$ cat config.mk
export PLATFORM = sky130hd
export DESIGN_NAME = sle_group
export DESIGN_NICKNAME = d
export VERILOG_FILES = /design/src/design/sle_pkg.sv /design/src/design/sle_group.sv
export SDC_FILE = /design/constraint.sdc
export NUM_CORES = 1
export LEC_CHECK = 0
export ABC_AREA = 0
export BUFFER_PORTS_ARGS = -buffer_cell sky130_fd_sc_hd__buf_2
export CAP_MARGIN = 40
export CORE_AREA = 2 2 116 118
export DETAILED_ROUTE_END_ITERATION = 8
export DIE_AREA = 0 0 118 120
export REMOVE_ABC_BUFFERS = 1
export SLEW_MARGIN = 25
export SYNTH_ARGS = -nofsm -noshare
export SYNTH_HDL_FRONTEND = slang
export SYNTH_SLANG_ARGS = --single-unit
$ cat constraint.sdc
create_clock -name clock -period 1.1 [get_ports clock]
set_clock_uncertainty 0.05 [all_clocks]
set_input_delay 0.22 -clock clock [delete_from_list [all_inputs] [get_ports clock]]
set_output_delay 0.22 -clock clock [all_outputs]
set_load 0.05 [all_outputs]
$ cat src/design/sle_pkg.sv
// ----------------------------------------------------------------------------
// sle_pkg
// Shared types and constants of the sequential list engine: list capacity,
// field widths, request codes and the structs that run between the cells,
// the group reducers and the top level.
// ----------------------------------------------------------------------------
package sle_pkg;

   localparam int CAPACITY    = 64;
   localparam int DATA_W      = 32;
   localparam int POS_W       = 7;
   localparam int IDX_W       = $clog2(CAPACITY);
   localparam int LEN_W       = $clog2(CAPACITY + 1);
   localparam int CMP_W       = ((POS_W > LEN_W) ? POS_W : LEN_W) + 1;

   // The hit flags and delete taps of the cells are reduced in groups.
   localparam int GROUP_SIZE  = 8;
   localparam int GRP_IDX_W   = $clog2(GROUP_SIZE);
   localparam int NUM_GROUPS  = (CAPACITY + GROUP_SIZE - 1) / GROUP_SIZE;
   localparam int PAD_CAP     = NUM_GROUPS * GROUP_SIZE;
   localparam int NG_W        = (NUM_GROUPS > 1) ? $clog2(NUM_GROUPS) : 1;

   typedef logic signed [DATA_W-1:0] data_type;

   typedef enum logic [1:0] {
      OP_INSERT = 2'd0,
      OP_DELETE = 2'd1,
      OP_LOCATE = 2'd2,
      OP_NONE   = 2'd3
   } op_type;

   // Broadcast to every cell in the cycle a request is taken.
   typedef struct packed {
      logic             do_insert;
      logic             do_delete;
      logic             do_locate;
      logic [IDX_W-1:0] pos_idx;
      logic [LEN_W-1:0] length;
      data_type         value;
   } cell_ctrl_type;

   // Registered summary of one group of cells.
   typedef struct packed {
      logic                 any_hit;
      logic [GRP_IDX_W-1:0] first_hit;
      data_type             removed;
   } grp_sum_type;

   // Per-request bookkeeping that follows the item down the pipeline.
   typedef struct packed {
      logic             is_locate;
      logic             ok;
      logic [LEN_W-1:0] length;
   } meta_type;

endpackage

$ cat src/design/sle_group.sv
// ----------------------------------------------------------------------------
// sle_group
// Reduces the hit flags and delete taps of one group of cells into a
// registered summary: any hit, lowest hit index and the removed value.
// ----------------------------------------------------------------------------
module sle_group (
   input  logic                              clock,
   input  logic                              load,
   input  logic [sle_pkg::GROUP_SIZE-1:0]    hit,
   input  sle_pkg::data_type                 tap [sle_pkg::GROUP_SIZE],
   output sle_pkg::grp_sum_type              sum
);

   sle_pkg::grp_sum_type sum_ff, sum_in;

   always_comb begin
      sum_in.any_hit   = |hit;
      sum_in.first_hit = '0;
      sum_in.removed   = '0;
      // Walk downward so the lowest hit wins.
      for (int i = sle_pkg::GROUP_SIZE - 1; i >= 0; i--) begin
         if (hit[i]) begin
            sum_in.first_hit = sle_pkg::GRP_IDX_W'(i);
         end
      end
      for (int i = 0; i < sle_pkg::GROUP_SIZE; i++) begin
         sum_in.removed = sum_in.removed | tap[i];
      end
   end

   always_ff @(posedge clock) begin
      if (load) begin
         sum_ff <= sum_in;
      end
   end

   assign sum = sum_ff;

endmodule

After elaboration in Yosys (flattened, before gate mapping) --
Cells that the tools add are included.
Cells by class: bitwise logic cells 7, reductions and logical operators 3, mux-type cells 7
Operators by type and width (count):
- $or A32 B32 Y32 | 7
- $mux W3 | 4
- $reduce_or A8 Y1 | 1
- $mux W2 | 2
- $reduce_or A4 Y1 | 1
- $reduce_or A2 Y1 | 1
- $mux W1 | 1
Word-level totals: output and inout port bits 36, register bits after elaboration 36, word-level logic and storage cells 22

Longest topological paths before layout --
depth after elaboration 7, gate-level depth with buffers 3, mapped depth without buffers 3

Least setup slack after synthesis --
OpenSTA, ideal clock, no wires.
kind in2reg, start point input port hit[4] in the netlist's numbering, end point register sum_ff (netlist bit sum[35]), data pin, library setup time 0.268 ns, path slack 0.188 ns, buffers on the path 0, arrival 0.594 ns, stages on the path 2, cells stage by stage nor4_1 > nand2_1
RTL lines:
- start: declaration | RTL line sle_group.sv:9 | input logic [sle_pkg::GROUP_SIZE-1:0] hit,
- end signal: assignment | RTL line sle_group.sv:33 | sum_ff <= sum_in;
- end: declaration | RTL line sle_group.sv:14 | sle_pkg::grp_sum_type sum_ff, sum_in;

Worst setup path in the final report --
start point register sum_ff (netlist bit sum[2]), end point output port sum[2] in the netlist's numbering
RTL lines:
- end: declaration | RTL line sle_group.sv:11 | output sle_pkg::grp_sum_type sum
No word-level cell between the ends.

==> impl_metrics.tcl <==
set metrics [dict create \
    status "complete, but fails checks" \
    violations "setup timing" \
    nNetsFinal 724 \
    final_common_cell "buf_2" \
    final.setup.worst_slack_ns -0.06483 \
    clkPwrFrac 0.334 \
    p_seq_frac 0.408 \
    dieHeight_um 120 \
    cts_buffer_depth 2 \
    clk_pin_slew_ns 0.06 \
    place_area_mm2 0.003465 \
    cp-end-kind "output port" \
    cts_made_buffers 5 \
    grt_pass1_wl_um 11480 \
    antenna_found_initial 0 \
    rows 42 \
    place.port_buffers 301 \
    maxCapViolations 0 \
    insertedDiodeCount 0 \
    drive_gt1_frac 0.6820 \
    synth_area_per_cell_um2 11.53 \
    cp_cell_sequence "buf_6" \
    max_stage_delay_ns 0.43 \
    tritoncts "built" \
    switchingPower_mw 1.072 \
    slowest_stage "edfxtp_1" \
    layout_common_cells "265 x buf_2, 65 x nor4_1, 36 x buf_6, 36 x edfxtp_1, 33 x nand2_1" \
    syn_area_mm2 0.001683 \
    grt_overflow 0 \
    dieWidth_um 118 \
    setup_viol 14 \
    hold_violations 0 \
    power_density_mw_per_mm2 1042 \
    drtIter0Drc 64 \
    post_cts_buffers 0 \
    crit_family "flip-flops" \
    power_leakage_nw 1.773 \
    total_power_mw 3.975 \
    period_needed_ns 1.165 \
    cts_sinks 36 \
    ys_ff_latch 36 \
    final_cell_count_no_fill 632 \
    max-vdd-ir-drop_mv 0.4130 \
    cts_max_level 2 \
    grt_pass1_vias 2320 \
    fin_hold_ws_ns 0.1420 \
    startpoint_type "flip-flop" \
    yosys.cell_types.count 11 \
    intPower_mw 2.903 \
    rsz0062_at_grt "true" \
    core_area_mm2 0.01298 \
    crit_buf_inv 1 \
    gp_congestion 0.7928 \
    yosysSeqAreaShare 0.6424 \
    dr_total_vias 2454 \
    grt_usage 0.1072 \
    hpwl_um 6892 \
    worst_pin_slew_ns 0.4887 \
    hold_path.class "in -> reg" \
    cts-root-buf "clkbuf_16" \
    fmax_mhz 858.5 \
    switching_share 0.2698 \
    largest_register_ffs 36 \
    ioPinCount 302 \
    place_inst 627 \
    yosysWarnings 0 \
    wirelength_um 7872 \
    wl_per_cell_um 12.46 \
    start_util 0.1297 \
    drc 0 \
    maxSlewViolCount 0 \
    slew_headroom 0.6712 \
    grt_max_degree 19 \
    path_class "reg -> out" \
    antenna_left 0 \
    via_per_inst 3.883 \
    required_ns 0.83 \
    post-route-period-util 1.059 \
    p_comb_frac 0.258 \
    design_area_mm2 0.003815 \
    fill_cells 1421 \
    arrival_ns 0.89 \
    synthCells 146 \
    pre_cts_ws_ns -0.1105 \
    crit_fanout 1 \
    drt_first_pass_iters 4 \
    syn2layout_area_growth_pct 126.7 \
    die_area_mm2 0.01416 \
]
[worst min-delay path, cell delays in order]
cell and delay, ns:
buf_2 0.07, nor4_1 0.04, nand2_1 0.04
[timing repair]
item,in CTS,in global routing
setup endpoints to repair,36,36
hold buffers,0,0
resized for setup,72,0
[per-stage QoR]
stage / setup TNS, ns / utilization
2_1_floorplan: 0 / -
3_3_place_gp: -0.1662 / 0.2669
3_5_place_dp: -0.1523 / 0.2669
4_1_cts: -0.9696 / 0.2939
5_1_grt: -1.474 / 0.2939
6_report: -0.3145 / 0.2939
[routing by layer]
metal | GRT usage | part of all wire
met4 | 0.03690 | 0.013
met1 | 0.1180 | 0.39
met3 | 0.04230 | 0.086
met5 | 0 | 0
met2 | 0.1879 | 0.51
[power groups by stage]
stage,clock network [mW],registers [mW],logic (mW)
finish,1.33,1.62,1.03
global route,1.46,1.63,1.10
global placement,0,1.63,0.935
CTS,1.42,1.62,1.04
floorplan,0,1.90,0.0572
detailed placement,0,1.63,0.945
[cell usage after synthesis, drive strengths merged]
library cell,n,area share
o21ai,1,0.0030
a211oi,1,0.0045
edfxtp,36,0.64
a21oi,2,0.0059
nor2,3,0.0067
nand2,33,0.074
nor4,66,0.25
nor2b,2,0.0074
o41ai,1,0.0052
inv,1,0.0022
[layout make-up]
| class | instances | area, um2 | area share |
|---|---|---|---|
| repair buffers | 305 | 1787 | 0.4683 |
| flip-flops and latches | 36 | 1081 | 0.2834 |
| multi-input cells | 109 | 598.1 | 0.1568 |
| well taps | 176 | 220.2 | 0.05772 |
| clock buffers | 5 | 125.1 | 0.03280 |
| inverters | 1 | 3.754 | 0.0009839 |
[cell families (layout without fill, tap and decap cells)]
| kind of cell | count (synthesis) | count (layout) | synth area share |
|---|---|---|---|
| AND/OR/NAND/NOR | 104 | 104 | 0.3368 |
| buffers and inverters | 1 | 311 | 0.002228 |
| flip-flops | 36 | 36 | 0.6424 |
| AO/OA/AOI/OAI | 5 | 5 | 0.01859 |
[path summary, 6_finish.rpt]
kind                         start               end  cells after the start  slack (ns)
hold / removal             tap[34]  sum[2]$_DFFE_PP_                      3        0.14
setup / recovery  sum[2]$_DFFE_PP_            sum[2]                      1       -0.06
Power figures use the tool's default switching activity.
