## src/design/sle_pkg.sv

```systemverilog
// ----------------------------------------------------------------------------
// sle_pkg
// Shared types and constants of the sequential list engine: list capacity,
// field widths, request codes and the structs that run between the cells,
// the group reducers and the top level.
// ----------------------------------------------------------------------------
package sle_pkg;

   localparam int CAPACITY    = 64;
   localparam int DATA_W      = 32;
   localparam int POS_W       = 7;
   localparam int IDX_W       = $clog2(CAPACITY);
   localparam int LEN_W       = $clog2(CAPACITY + 1);
   localparam int CMP_W       = ((POS_W > LEN_W) ? POS_W : LEN_W) + 1;

   // The hit flags and delete taps of the cells are reduced in groups.
   localparam int GROUP_SIZE  = 8;
   localparam int GRP_IDX_W   = $clog2(GROUP_SIZE);
   localparam int NUM_GROUPS  = (CAPACITY + GROUP_SIZE - 1) / GROUP_SIZE;
   localparam int PAD_CAP     = NUM_GROUPS * GROUP_SIZE;
   localparam int NG_W        = (NUM_GROUPS > 1) ? $clog2(NUM_GROUPS) : 1;

   typedef logic signed [DATA_W-1:0] data_type;

   typedef enum logic [1:0] {
      OP_INSERT = 2'd0,
      OP_DELETE = 2'd1,
      OP_LOCATE = 2'd2,
      OP_NONE   = 2'd3
   } op_type;

   // Broadcast to every cell in the cycle a request is taken.
   typedef struct packed {
      logic             do_insert;
      logic             do_delete;
      logic             do_locate;
      logic [IDX_W-1:0] pos_idx;
      logic [LEN_W-1:0] length;
      data_type         value;
   } cell_ctrl_type;

   // Registered summary of one group of cells.
   typedef struct packed {
      logic                 any_hit;
      logic [GRP_IDX_W-1:0] first_hit;
      data_type             removed;
   } grp_sum_type;

   // Per-request bookkeeping that follows the item down the pipeline.
   typedef struct packed {
      logic             is_locate;
      logic             ok;
      logic [LEN_W-1:0] length;
   } meta_type;

endpackage

```

## src/design/sle_cell.sv

```systemverilog
// ----------------------------------------------------------------------------
// sle_cell
// One list slot. Holds one entry, shifts with its neighbors on insert and
// delete, and registers its own locate hit and delete tap.
// ----------------------------------------------------------------------------
module sle_cell (
   input  logic                       clock,
   input  logic [sle_pkg::IDX_W-1:0]  cell_idx,
   input  sle_pkg::cell_ctrl_type     ctrl,
   input  sle_pkg::data_type          left_entry,
   input  sle_pkg::data_type          right_entry,
   output sle_pkg::data_type          entry,
   output logic                       hit,
   output sle_pkg::data_type          tap
);

   sle_pkg::data_type entry_ff, entry_in;
   logic              hit_ff, hit_in;
   sle_pkg::data_type tap_ff, tap_in;
   logic              at_pos, past_pos, in_list;

   always_comb begin
      at_pos   = (cell_idx == ctrl.pos_idx);
      past_pos = (cell_idx > ctrl.pos_idx);
      in_list  = (sle_pkg::LEN_W'(cell_idx) < ctrl.length);

      entry_in = entry_ff;
      if (ctrl.do_insert) begin
         if (at_pos) begin
            entry_in = ctrl.value;
         end else if (past_pos) begin
            entry_in = left_entry;
         end
      end else if (ctrl.do_delete && (at_pos || past_pos)) begin
         entry_in = right_entry;
      end

      hit_in = ctrl.do_locate && in_list && (entry_ff == ctrl.value);
      tap_in = (ctrl.do_delete && at_pos) ? entry_ff : '0;
   end

   always_ff @(posedge clock) begin
      entry_ff <= entry_in;
      hit_ff   <= hit_in;
      tap_ff   <= tap_in;
   end

   assign entry = entry_ff;
   assign hit   = hit_ff;
   assign tap   = tap_ff;

endmodule

```

## config.mk

```make
export PLATFORM = sky130hd
export DESIGN_NAME = sle_cell
export DESIGN_NICKNAME = d
export VERILOG_FILES = /design/src/design/sle_pkg.sv /design/src/design/sle_cell.sv
export SDC_FILE = /design/constraint.sdc
export NUM_CORES = 1
export LEC_CHECK = 0
export ABC_AREA = 1
export BUFFER_PORTS_ARGS = -buffer_cell sky130_fd_sc_hd__buf_2
export CAP_MARGIN = 30
export CORE_UTILIZATION = 49
export CTS_BUF_LIST = sky130_fd_sc_hd__clkbuf_16
export DETAILED_ROUTE_END_ITERATION = 16
export PLACE_DENSITY = 0.95
export SLEW_MARGIN = 20
export SYNTH_ARGS = -nofsm -noshare
export SYNTH_HDL_FRONTEND = slang
export SYNTH_SLANG_ARGS = --single-unit
```

## constraint.sdc

```tcl
create_clock -name clock -period 3.7 [get_ports clock]
set_clock_uncertainty 0.1 [all_clocks]
set_input_delay 0.74 -clock clock [delete_from_list [all_inputs] [get_ports clock]]
set_output_delay 0.74 -clock clock [all_outputs]
set_load 0.05 [all_outputs]
```

## Word-level counts from Yosys, hierarchy flattened

Index checks and enable logic that the tools add are counted.

| operators by class | value |
|---|---|
| $lt $le $gt $ge | 2 |
| equal/unequal tests | 3 |
| multiplexer cells | 4 |
| reductions and logical operators | 7 |

Operator list:

| kind | number |
|---|---|
| $mux 32 | 4 |
| $eq 32x32->1 | 1 |
| $lt 6x7->1 | 1 |
| $eq 6x6->1 | 1 |
| $gt 6x6->1 | 1 |
| $logic_and 1x1->1 | 4 |
| $ne 3x1->1 const B | 1 |
| $reduce_and 2->1 | 1 |
| $reduce_bool 2->1 | 1 |
| $logic_or 1x1->1 | 1 |

| storage, ports and cells | value |
|---|---|
| bits in registers | 65 |
| input port bits | 119 |
| logic and storage cells | 19 |

## Depth between registers and ports, before layout

Gate-level depths: netlist of the first run.

| depth | value |
|---|---|
| depth after elaboration | 5 |
| gate-level depth with buffers | 9 |
| gate-level depth less buffers | 9 |

## Worst setup path after synthesis of the first run

OpenSTA, ideal clock, no wires.

| timing path | value |
|---|---|
| path type | input port to flip-flop |
| start | in ctrl[44] (netlist name) |
| end | reg entry_ff[0], in the netlist entry[0] (enable) |
| arrival time | 2.136 ns |
| data required time | 3.213 ns |
| setup slack | 1.078 ns |
| stages | 8 |
| buffers on the path | 0 |
| path through | inv_1 -> ha_1 -> nand2_2 -> nor2_4 -> nand3_4 -> nand4_1 -> o21ai_0 -> inv_1 |

| on the way | value |
|---|---|
| word-level cells in the longest chain between the ends | 5 |

RTL lines:

| item | RTL line | text |
|---|---|---|
| from (decl) | sle_cell.sv:9 | `input sle_pkg::cell_ctrl_type ctrl,` |
| $gt 6x6->1 or $eq 6x6->1 (tied branches) | sle_cell.sv:24, sle_cell.sv:23 |  |
| $logic_or 1x1->1 | sle_cell.sv:34 | `end else if (ctrl.do_delete && (at_pos \|\| past_pos)) begin` |
| $logic_and 1x1->1 | sle_cell.sv:34 |  |
| $reduce_bool 2->1 (no source line) | -- |  |
| $reduce_and 2->1 (no source line) * | -- |  |
| to (signal assigned) | sle_cell.sv:43 | `entry_ff <= entry_in;` |
| to (decl) | sle_cell.sv:17 | `sle_pkg::data_type entry_ff, entry_in;` |

Every way passes the cells marked *; elsewhere a longest branch is shown, timed or not.
A chain may end at the register's enable or synchronous reset.

## Worst setup path after layout of the first run

| timing path | value |
|---|---|
| start | in cell_idx[3] (netlist name) |
| end | reg tap_ff[28], in the netlist tap[28] |

| on the way | value |
|---|---|
| word-level cells in the longest chain between the ends | 2 |

RTL lines:

| item | RTL line | text |
|---|---|---|
| from (decl) | sle_cell.sv:8 | `input logic [sle_pkg::IDX_W-1:0] cell_idx,` |
| $eq 6x6->1 | sle_cell.sv:23 | `at_pos = (cell_idx == ctrl.pos_idx);` |
| $logic_and 1x1->1 | sle_cell.sv:39 | `tap_in = (ctrl.do_delete && at_pos) ? entry_ff : '0;` |
| to (signal assigned) | sle_cell.sv:45 | `tap_ff <= tap_in;` |
| to (decl) | sle_cell.sv:19 | `sle_pkg::data_type tap_ff, tap_in;` |

Every way passes these cells.

==> metrics, run 1 <==
DRT Pass-1 Iters 4; Yosys cell types 23; critical path, cell by cell buf_2 > ha_1 > nand2_1 > nor2_4 > nand3_4 > clkinv_2 > nand2_4 > nor2_1; P_leak 0.00251 uW; slew margin rel. 55.3%; RSZ-0062 raised after global routing false; vias in the first global route around 3300; Seq. cell area 0.00162 sq mm; Final period util 76.1%; count of input and output buffers 183; top cell type's share of synthesized area between 20% and 30%; slowest cell on the critical path clkinv_2; Area Overhead vs Synth 34.9%; final WL 9770 um; I/O Pins 184; worst hold path class reg2reg; clock-pin transition on the worst setup and hold timing paths 0.05 ns; ys flop type dfxtp_1; final setup fails 0; Slew Limit Fails 0; EDFF count, synth 32; filler cell count 581; vias per inst a little under 5; crit end category flip-flop; post-layout min period 2.82 ns; Clock Tree Root clkbuf_16; CTS tree yes; Power Dens Cells 471 mW/mm^2; FFs w/ async S/R, synth 0%; Max IR drop VDD between 0.2 and 0.25 mV; CTS buffer count 9; HPWL after detailed placement between 7000 and 8000 um; status finished clean; first-pass GRT wire length 15200 um; Max stage delay on crit path around 0.55 ns; WP data arrival approximately 2.9 ns; multi-input logic area 0.00142 sq mm; GRT Residual Overflow 0; Worst Path Max Fanout 34; Worst setup SP type input port; YS warnings 0; met3 GRT Util 5.29%; Initial Utilization 50.6%; core area 0.00676 sq mm; fmax 355 MHz; Final Hold Violating Endpoints 0; Post-CTS Setup Bufs 0; pin count of the biggest net entering global routing 35; initial antenna violation count 0; utilization after layout 68.2%; share of cells above drive strength 1 about a third; global-route usage over all layers 27.0%; number of synthesized register bits 65; Global Route met1 Usage 32.7%; syn_nets 578; nets 759; met2 Resource Use GR between 40% and 50%; worst slew pin tran between 0.6 and 0.7 ns; drt wl/cell between 10 and 15 um; synth top area cells edfxtp_1, dfxtp_1, nand2_1; busiest grt layer met2; Syn Inst Count 448; post-synthesis instance area 0.00342 sq mm; DRT iter0 DRCs around 180; setup tns final 0 ns; hold buffer count at CTS 0; Synth area leader edfxtp_1; clk_lat worst skew around 0.32 ns; max_cap viols 0; routed via count 3544; DRC Markers 0; die width 85.5 um; Syn Area/Cell 7.63 sq um; gpl congestion 0.807; FP Rows 30; full die area 0.00731 sq mm; clock buffer depth 2; Vert. Die Dim 85.5 um; post-CTS sizing 0; commonest cells in the synthesized netlist nand2_1, nor2_1, inv_1; most frequent cell after synthesis nand2_1; ant diodes 0; post-route ant nets 0; H-tree depth 3; sequential fraction of the synthesis area roughly 47%; WS Path Type in2reg; # clock sinks between 60 and 70; Req. time, crit path roughly 3.8 ns
-- cells in the final DEF, fill, tap and decap left out, drive strengths merged --
master	count
nand4	1
clkbuf	9
edfxtp	32
clkinvlp	1
clkinv	3
o21bai	1
inv	73
ha	11
a21oi	67
o21ai	7
buf	186
dfxtp	33
nand3	5
nor2	88
xor2	7
xnor2	3
nand2	107
-- power by group --
group | switching (uW) | leakage, uW | internal, uW
sequential | 44.8 | 0.000574 | 830
clock | 289 | 0.000140 | 440
combinational | 405 | 0.00179 | 162
total | 738 | 0.00251 | 1430
-- worst max-delay path, delay by kind of cell --
| kind | cells | cell delay (ns) |
|---|---|---|
| simple gates | 5 | 1.16 |
| buf+inv | 2 | 0.66 |
| fa+ha+maj | 1 | 0.31 |
-- final cells by class --
class	instances	share of cell area (%)
Sequential cell	65	35.2
Multi-Input combinational cell	297	30.8
Timing Repair Buffer	186	20.5
Inverter	70	5.73
Clock buffer	9	4.88
Tap cell	80	2.17
Clock inverter	7	0.706
-- flip-flops by register name (all words and copies together) (netlist names) --
name / count
hit: 1
entry: 32
tap: 32
-- routing by layer --
metal	part of all wire, %	vias up
met5	0	-
met4	2.2	0
met3	6.9	21
met2	50	163
met1	40	1605
li1	-	1755
-- path summary, 6_finish.rpt --
kind / slack, ns / depth (start not counted) / end / start
hold / removal: 0.41 / 2 / tap[21]$_SDFF_PN0_ / entry[21]$_DFFE_PP_
hold reg to reg: 0.41 / 2 / tap[21]$_SDFF_PN0_ / entry[21]$_DFFE_PP_
setup / recovery: 0.88 / 8 / tap[28]$_SDFF_PN0_ / cell_idx[3]
setup reg to reg: 2.36 / 6 / hit$_DFF_P_ / entry[23]$_DFFE_PP_
-- logic make-up after synthesis --
group	after synthesis	share of synthesized area [%]
flops	65	47.5
buf+inv	86	10.9
compound gates	75	11.1
fa+ha+maj	11	4.03
simple gates	201	23.9
xor+xnor	10	2.56
-- per-stage QoR --
stage	worst slack (ns)	cells	area [sq um]	total power, uW	hold slack, ns
after floorplan	1.08	448	3420	1270	0.710
after CTS	0.922	713	4600	2170	0.420
after global routing	0.752	714	4610	2260	0.465
after detailed placement	0.612	697	4340	1450	0.420
after global placement	0.752	697	4340	1440	0.401
final	0.883	714	4610	2170	0.415
No activity file was read; power rests on OpenSTA's default activity.
==> inputs of run 2 (changes only) <==
Settings changed: CORE_UTILIZATION 49 to 45, PLACE_DENSITY 0.95 to 0.91.
Clock period 3.7 ns to 3 ns, I/O delays scaled along.
==> run 2 against run 1 <==
- register-to-register slack got worse by 0.68 ns
- cell area rose by 1.5%
- global-route usage fell by 1.4 points
- critical path type unchanged
- core utilization fell by 4.1 points
- final cell count rose by 2.9%
- sequential share of layout area fell by 0.52 points
- combinational power rose by 23%
- sequential power rose by 23%
- non-clock buffer count rose by 2
==> metrics, run 2 (synthesis gave the netlist of run 1 again) <==
count of input and output buffers 183; RSZ-0062 raised after global routing false; GRT Residual Overflow 0; commonest non-fill, non-tap cell in the layout buf_2; first-pass GRT wire length between 15000 and 20000 um; Clock Power Share 36.2%; WP data arrival roughly 2.5 ns; post-CTS sizing 0; crit end category flip-flop; full die area just under 0.008 sq mm; most frequent cells in the layout buf_2, nand2_1, nor2_1, inv_1, a21oi_1; Vert. Die Dim 89.1 um; worst hold path class reg2reg; sequential share of power about two fifths; nets 761; DRT Pass-1 Iters 4; Sw Ratio 33.3%; Logic pwr share 25.1%; slew margin rel. between 60 and 70%; Post-CTS Setup Bufs 0; fmax 419 MHz; routed via count 3529; Final Hold Violating Endpoints 0; Max stage delay on crit path 0.54 ns; DRT iter0 DRCs 145; Clock Tree Root clkbuf_16; clk_lat worst skew 0.33 ns; post-route ant nets 0; Worst R2R Path Depth 6; drt wl/cell around 14 um; clock buffer depth 2; hold buffer count at CTS 0; P_leak 0.00252 uW; final WL 9980 um; clock-pin transition on the worst setup and hold timing paths 0.05 ns; HPWL after detailed placement 7660 um; die width 89.1 um; global-route usage over all layers 25.6%; max_cap viols 0; critical path, cell by cell buf_2 > ha_1 > nand2_2 > nor2_4 > nand3_4 > clkinv_2 > nand2_4 > nor2_1; post-layout min period 2.38 ns; slowest cell on the critical path nand2_4; total power ~2800 uW; core area ~0.0073 sq mm; I/O Pins 184; Req. time, crit path 3.10 ns; Final period util 79.5%; DP Area 0.00438 sq mm; vias in the first global route 3345; H-tree depth 3; Initial Utilization 46.9%; gpl congestion 0.807; setup tns final 0 ns; Hold Crit Depth 2; pin count of the biggest net entering global routing 34; status finished clean; Max IR drop VDD 0.328 mV; switching power slightly above 900 uW; Slew Limit Fails 0; # clock sinks 65; vias per inst 4.80; utilization after layout between 60% and 70%; WS Path Type in2reg; initial antenna violation count 0; Worst setup SP type input port; Final Cell Area 0.00468 sq mm; Pint approximately 1900 uW; worst slew pin tran 0.531 ns; CTS buffer count 9; share of cells above drive strength 1 between 30 and 40%; DRC Markers 0; CTS tree yes; ant diodes 0; final setup fails 0; Area Overhead vs Synth 36.9%; non-filler cells, final 735; Worst Path Max Fanout 33; FP Rows 31; Power Dens Cells 595 mW/mm^2; Placed Cells ~720
==> run 2: worst paths after layout <==
path                            start            endpoint  slack (ns)
hold reg to reg   entry[28]$_DFFE_PP_  tap[28]$_SDFF_PN0_        0.44
setup reg to reg  entry[23]$_DFFE_PP_         hit$_DFF_P_        1.68
hold / removal    entry[28]$_DFFE_PP_  tap[28]$_SDFF_PN0_        0.44
setup / recovery          cell_idx[5]  tap[20]$_SDFF_PN0_        0.62
==> run 2: worst max-delay path, delay by kind of cell <==
family | cells | cell delay [ns]
buffers and inverters | 2 | 0.59
and+or+nand+nor | 5 | 0.96
adders and majority gates | 1 | 0.32
==> run 2: routing by layer <==
metal | global-route usage [%] | wire length, um
met5 | 0 | 0
met4 | 10.4 | 205
met3 | 6.00 | 768
met2 | 46.4 | 5150
met1 | 29.0 | 3850
==> run 2: power groups by stage <==
stage               clock, uW  combinational (uW)  sequential, uW
finish                   1010                 700            1080
global route             1070                 759            1090
CTS                      1020                 700            1080
floorplan                   0                 220            1340
global placement            0                 684            1090
detailed placement          0                 696            1100
==> run 2: stage by stage <==
step / hold slack, ns / setup WS (ns)
finish: 0.437 / 0.616
global route: 0.480 / 0.458
CTS: 0.440 / 0.616
detailed placement: 0.426 / 0.280
global placement: 0.412 / 0.378
floorplan: 0.657 / 0.518
==> run 2: cell type report <==
type | count | area, sq um
Timing Repair Buffer | 188 | 961
Sequential cell | 65 | 1620
Fill cell | 658 | 2610
Clock buffer | 9 | 225
Multi-Input combinational cell | 297 | 1420
Inverter | 70 | 264
Tap cell | 99 | 124
Clock inverter | 7 | 62.6
